==> src/sv/hpv_sqrt_pipe.sv <==
// ----------------------------------------------------------------------------
// Pipelined integer square root
// Floor of the square root, one result bit per register stage.
// ----------------------------------------------------------------------------
module hpv_sqrt_pipe #(
    parameter int ROOT_W = 33,
    parameter int SIDE_W = 1
) (
    input  logic                  aclk,
    input  logic                  aresetn,
    input  logic                  en,
    input  logic                  in_valid,
    input  logic [2*ROOT_W-1:0]   in_radicand,
    input  logic [SIDE_W-1:0]     in_side,
    output logic                  out_valid,
    output logic [ROOT_W-1:0]     out_root,
    output logic [SIDE_W-1:0]     out_side
);

    localparam int REM_W = ROOT_W + 2;

    logic                valid_reg [0:ROOT_W];
    logic [2*ROOT_W-1:0] rad_reg   [0:ROOT_W];
    logic [REM_W-1:0]    rem_reg   [0:ROOT_W];
    logic [REM_W-1:0]    rem_next  [1:ROOT_W];
    logic [ROOT_W-1:0]   root_reg  [0:ROOT_W];
    logic [ROOT_W-1:0]   root_next [1:ROOT_W];
    logic [SIDE_W-1:0]   side_reg  [0:ROOT_W];

    always_comb begin
        logic [REM_W+1:0] rem_sh;
        logic [REM_W+1:0] trial;
        for (int k = 1; k <= ROOT_W; k++) begin
            rem_sh = {rem_reg[k-1], rad_reg[k-1][2*(ROOT_W-k) +: 2]};
            trial  = {2'b00, root_reg[k-1], 2'b01};
            if (rem_sh >= trial) begin
                rem_next[k]  = REM_W'(rem_sh - trial);
                root_next[k] = {root_reg[k-1][ROOT_W-2:0], 1'b1};
            end else begin
                rem_next[k]  = rem_sh[REM_W-1:0];
                root_next[k] = {root_reg[k-1][ROOT_W-2:0], 1'b0};
            end
        end
    end

    always_ff @(posedge aclk) begin
        if (!aresetn) begin
            for (int k = 0; k <= ROOT_W; k++) begin
                valid_reg[k] <= 1'b0;
            end
        end else if (en) begin
            valid_reg[0] <= in_valid;
            for (int k = 1; k <= ROOT_W; k++) begin
                valid_reg[k] <= valid_reg[k-1];
            end
        end
    end

    always_ff @(posedge aclk) begin
        if (en) begin
            rad_reg[0]  <= in_radicand;
            rem_reg[0]  <= '0;
            root_reg[0] <= '0;
            side_reg[0] <= in_side;
            for (int k = 1; k <= ROOT_W; k++) begin
                rad_reg[k]  <= rad_reg[k-1];
                rem_reg[k]  <= rem_next[k];
                root_reg[k] <= root_next[k];
                side_reg[k] <= side_reg[k-1];
            end
        end
    end

    assign out_valid = valid_reg[ROOT_W];
    assign out_root  = root_reg[ROOT_W];
    assign out_side  = side_reg[ROOT_W];

endmodule

==> config.mk <==
export PLATFORM = sky130hd
export DESIGN_NAME = hpv_sqrt_pipe
export DESIGN_NICKNAME = d
export VERILOG_FILES = /design/src/sv/hpv_sqrt_pipe.sv
export SDC_FILE = /design/constraint.sdc
export NUM_CORES = 2
export LEC_CHECK = 0
export BUFFER_PORTS_ARGS = -buffer_cell sky130_fd_sc_hd__buf_2
export CORE_MARGIN = 2
export CORE_UTILIZATION = 40
export CTS_CLUSTER_SIZE = 24
export DETAILED_ROUTE_END_ITERATION = 16
export PLACE_DENSITY_LB_ADDON = 0.05
export SLEW_MARGIN = 20
export SYNTH_ARGS = -nofsm -noshare
export SYNTH_HDL_FRONTEND = slang
export SYNTH_MEMORY_MAX_BITS = 65536
export SYNTH_SLANG_ARGS = --single-unit
==> constraint.sdc <==
create_clock -name aclk -period 4.4 [get_ports aclk]
set_clock_uncertainty 0.15 [all_clocks]
set_input_delay 0.22 -clock aclk [delete_from_list [all_inputs] [get_ports aclk]]
set_output_delay 0.22 -clock aclk [all_outputs]
set_load 0.02 [all_outputs]
## Word level (Yosys, flattened, before mapping)

Memory sizes are Yosys's and may differ from the RTL's.
Index checks and enable logic that the tools add are counted.

| word-level totals | value |
|---|---|
| memory bits (writable) | 4624 |
| input bits | 71 |
| memories | 5 |
| output and inout bits | 35 |
| bits in registers | 0 |
| word-level logic and storage cells | 210 |

| cells by class | value |
|---|---|
| $lt $le $gt $ge | 33 |
| bitwise operators | 34 |
| $add $sub $neg | 33 |
| multiplexer cells | 105 |

Memory list:

| name | depth | bits a word | rd ports | clocked after memory_dff | write ports | line | source |
|---|---|---|---|---|---|---|---|
| rad_reg | 34 | 66 | 33 | 0 | 34 | 23 | `logic [2*ROOT_W-1:0] rad_reg [0:ROOT_W];` |
| rem_reg | 34 | 35 | 33 | 0 | 34 | 24 | `logic [REM_W-1:0] rem_reg [0:ROOT_W];` |
| root_reg | 34 | 33 | 34 | 0 | 34 | 26 | `logic [ROOT_W-1:0] root_reg [0:ROOT_W];` |
| side_reg | 34 | 1 | 34 | 0 | 34 | 28 | `logic [SIDE_W-1:0] side_reg [0:ROOT_W];` |
| valid_reg | 34 | 1 | 34 | 0 | 34 | 22 | `logic valid_reg [0:ROOT_W];` |

Operator list:

| cell | count |
|---|---|
| $ge 37x35->1 | 33 |
| $mux 35 | 33 |
| $sub 35x35->35 | 33 |
| $mux 1 | 72 |
| $or 1x1->1 | 34 |

## Longest topological paths before layout

| logic depth | value |
|---|---|
| word-level depth | 4 |
| depth in mapped cells | 15 |
| gate-level depth less buffers | 12 |

## Worst setup path after synthesis

No wires, ideal clock.

| timing | value |
|---|---|
| path type | reg-to-reg |
| from | memory rem_reg[16][3] in the netlist's numbering |
| to | memory rem_reg[17][31] in the netlist's numbering (data pin) |
| slack | 0.633 ns |
| data arrival time | 3.359 ns |
| period minus slack after synthesis | 3.767 ns |
| path buffers | 0 |
| stages on the path, launching flop included | 11 |
| library setup time | 0.258 ns |
| required time | 3.992 ns |
| path through | edfxtp_1 -> ha_1 -> a21o_1 -> a21o_1 -> a211o_1 -> o2111ai_1 -> a21boi_0 -> a2111oi_0 -> nand2_1 -> or4b_1 -> xnor2_1 |

RTL lines:

| what | line |
|---|---|
| from (decl) | 24 |

==> impl_metrics.csv <==
group,metric,value,unit
run,drv_cap,0,
final_layout,stdcell_area,149000,um2
clocking,h-tree-depth,5,
final_layout,multi_input_area,41800,um2
power,p_total,78.3,mW
hold_path,hold_class,"reg -> reg",
sta,period_share,95.0,%
worst_setup_path,worst_path_most_repeated_cell,"or3_1",
worst_setup_path,arrival,4.68,ns
synthesis,synthSimpleGateAreaFrac,9.89,%
final_layout,layoutNonFillerInstCount,15100,
die,rows,209,
sta,clock.fmax,0.239,GHz
status,run_status,"finished, final reports clean",
synthesis,synth_edf_count,2818,
placed_design,port_buffers,105,
detailed_routing,antenna_left,0,
clocking,insertion_delay,0.93,ns
detailed_routing,drt_wl_total,291000,um
final_layout,fillCellCount,29000,
global_route,grt_util_all_layers,17.3,%
worst_setup_path,cp_max_fo,7,
synthesis,synth_top_family_by_area,"simple AND/OR/NAND/NOR gates",
sta,setup_violations,0,
global_route,grt_pass1_vias,77600,
synthesis,syn_area,130000,um2
sta,tns,0,ns
power,power_density,525,nW/um2
final_layout,nNetsFinal,11200,
sta,setup_ws,0.219,ns
worst_setup_path,cp_slowest_stage_delay,0.67,ns
die,fp.dieH,574,um
sta,grt_setup_unrepaired,"false",
clocking,cts.clk_slew.worst_paths,0.06,ns
placed_design,place_congestion,0.890,
synthesis,synth_flop_cell,"edfxtp_1",
synthesis,synth_nets,10600,
synthesis,synth-seq-area-share,65.1,%
global_route,grt_pass1_wl,453000,um
detailed_routing,drt_iter0_drc,5581,
die,io_pins,106,
clocking,cts_tree,"yes",
final_layout,largest_reg_flops,1122,
worst_setup_path,cp_cell_sequence,"ha_1 -> inv_1 -> or3_1 -> or3_1 -> nor4_1 -> a211o_1 -> a311o_1 -> nor3b_1 -> nand3_1 -> xnor2_1",
clocking,cts_root_buf,"clkbuf_16",
global_route,grt_start_max_net_pins,130,
worst_setup_path,required,4.90,ns
die,start_util,40.2,%
placed_design,dp.cells,14400,
synthesis,ys_warn_count,0,
synthesis,post_synth_num_cell_types,84,
final_layout,area_delta_synth_final,14.6,%
worst_setup_path,path_buf_inv,1,
synthesis,ys_ff_latch,2818,
clocking,ctsResizeCount,0,
synthesis,synth_xor_area_share,6.09,%
final_layout,area.sequential,84600,um2
worst_setup_path,criticalPathCategory,"reg -> reg",
final_layout,drive_gt1_share,8.42,%
placed_design,dpl-instance-area,137000,um2
detailed_routing,viasPerCell,5.18,
clocking,cts_sinks,2818,
clocking,clockBufferDepth,4,
detailed_routing,vias,78200,
worst_setup_path,end_kind,"flip-flop",
worst_setup_path,cp-start-kind,"flip-flop",
synthesis,muxShareOfSynthArea,0.602,%
sta,final_hold_viol_count,0,
global_route,overflow,0,
die,die_w,574,um
synthesis,synth_compound_area_share,9.79,%
synthesis,synth_area_per_cell,13.0,um2
die,die-area,330000,um2
power,vdd_drop_max,0.366,mV
placed_design,hpwlAfterDp,208000,um
sta,tightest_slew,0.983,ns
sta,drv_slew,0,
worst_setup_path,critPathTopFamily,"simple AND/OR/NAND/NOR gates",
detailed_routing,avgRoutedWirePerCell,19.3,um
worst_setup_path,cp_slowest_cell,"nor3b_1",
sta,min_period,4.18,ns
power,leakage,56.5,nW
synthesis,synthCells,9977,
synthesis,synthAdderAreaFrac,5.74,%
clocking,numCtsBuffers,326,
die,core-area,324000,um2
detailed_routing,drc_errors,0,
detailed_routing,dr.pass1.iters,6,
global_route,antenna_found_initial,4,
placed_design,place_ws,0.316,ns
sta,slew_headroom,34.2,%
synthesis,synth-async-reset-ratio,0,%
[through the flow]
stage	utilization, %	hold WS [ns]
2_1_floorplan	-	0.169
6_report	46.0	0.253
5_1_grt	46.0	0.266
3_3_place_gp	42.3	0.246
3_5_place_dp	42.3	0.248
4_1_cts	46.0	0.255
[worst paths after layout]
| kind | to | cells past startpoint | startpoint | slack (ns) |
|---|---|---|---|---|
| worst max-delay path | rem_reg[13][31] | 10 | rem_reg[12][11] | 0.22 |
| worst min-delay path | rad_reg[24][1] | 0 | rad_reg[23][1] | 0.25 |
| worst max register to register | rem_reg[13][31] | 10 | rem_reg[12][11] | 0.22 |
| worst min register to register | rad_reg[24][1] | 0 | rad_reg[23][1] | 0.25 |
[kinds of logic after synthesis]
logic type | count (synthesis)
AOI/OAI and AO/OA | 2030
xor gates and xnor gates | 904
adders and majority gates | 596
buffers and inverters | 970
DFF | 2818
muxes | 71
other | 1
and+or+nand+nor | 2587
[Yosys cell counts (all sizes together), types with 32 or more instances]
| cell | instances | area [um2] |
|---|---|---|
| edfxtp | 2818 | 84600 |
| nand4 | 98 | 613 |
| a21o | 262 | 1970 |
| nor4 | 148 | 932 |
| nand2b | 110 | 688 |
| or3 | 103 | 644 |
| o21bai | 66 | 495 |
| and3 | 98 | 613 |
| nor3 | 260 | 1310 |
| nor2b | 69 | 432 |
| o31ai | 63 | 473 |
| or4 | 56 | 420 |
| and2 | 32 | 200 |
| or2 | 55 | 344 |
| nand4b | 32 | 280 |
| nor2 | 571 | 2140 |
| o21ai | 524 | 2620 |
| inv | 746 | 2800 |
| nand2 | 707 | 2650 |
| mux2 | 58 | 653 |
| xnor2 | 457 | 4000 |
| o211ai | 41 | 308 |
| ha | 596 | 7460 |
| o21a | 107 | 803 |
| clkbuf | 201 | 756 |
| xor2 | 447 | 3920 |
| a211oi | 52 | 390 |
| a31oi | 55 | 344 |
| a21oi | 596 | 2980 |
| nand3 | 149 | 746 |
[where the power goes]
group,internal (mW),switching [mW]
sequential,33.7,2.20
clock,16.1,11.1
combinational,6.32,8.77
total,56.2,22.1
[per-layer routing]
metal	GRT usage (%)	wire [um]
met5	0	0
met2	28.0	134000
met1	24.3	138000
met4	5.26	8310
met3	2.11	10800
[worst reg2reg max path: cells and delay by family, from the launching register on]
family / cells / cell delay [ns]
AO/OA/AOI/OAI: 2 / 0.52
XOR/XNOR: 1 / 0.16
adder cells (fa/ha/maj): 1 / 0.37
buffers and inverters: 1 / 0.11
flip-flops: 1 / 0.39
AND/OR/NAND/NOR: 5 / 2.23
[final cells by class]
class / instances / share of cell area, %
clock inverter: 200 / 1.59
timing repair buffer: 409 / 2.40
antenna: 4 / 0.00672
tap: 4325 / 3.63
clock buffer: 388 / 5.64
multi-input combinational: 6189 / 28.1
sequential: 2818 / 56.8
inverter: 749 / 1.89
[cells in the final DEF, fill, tap and decap left out, drive strengths merged, types with 40 or more instances in the layout]
cell type and count:
dlygate4sd3 139, clkinv 132, a21o 262, or2 55
a21oi 596, nand4 98, inv 762, nor2 571
nor3 260, o31ai 63, and3 98, nand2b 110
xor2 447, o21bai 66, edfxtp 2818, nand2 707
a31oi 55, o211ai 41, bufinv 40, o21a 107
or3 103, nor4 148, xnor2 457, nor2b 69
buf 270, clkbuf 388, or4 56, nand3 149
mux2 58, ha 596, a211oi 52, o21ai 524
[repair_timing]
item | in CTS | in global routing
setup buffers | 0 | 0
hold buffers | 139 | 0
endpoints found under the hold margin | 295 | 0
Note: power is estimated with default switching activity, not from simulation.
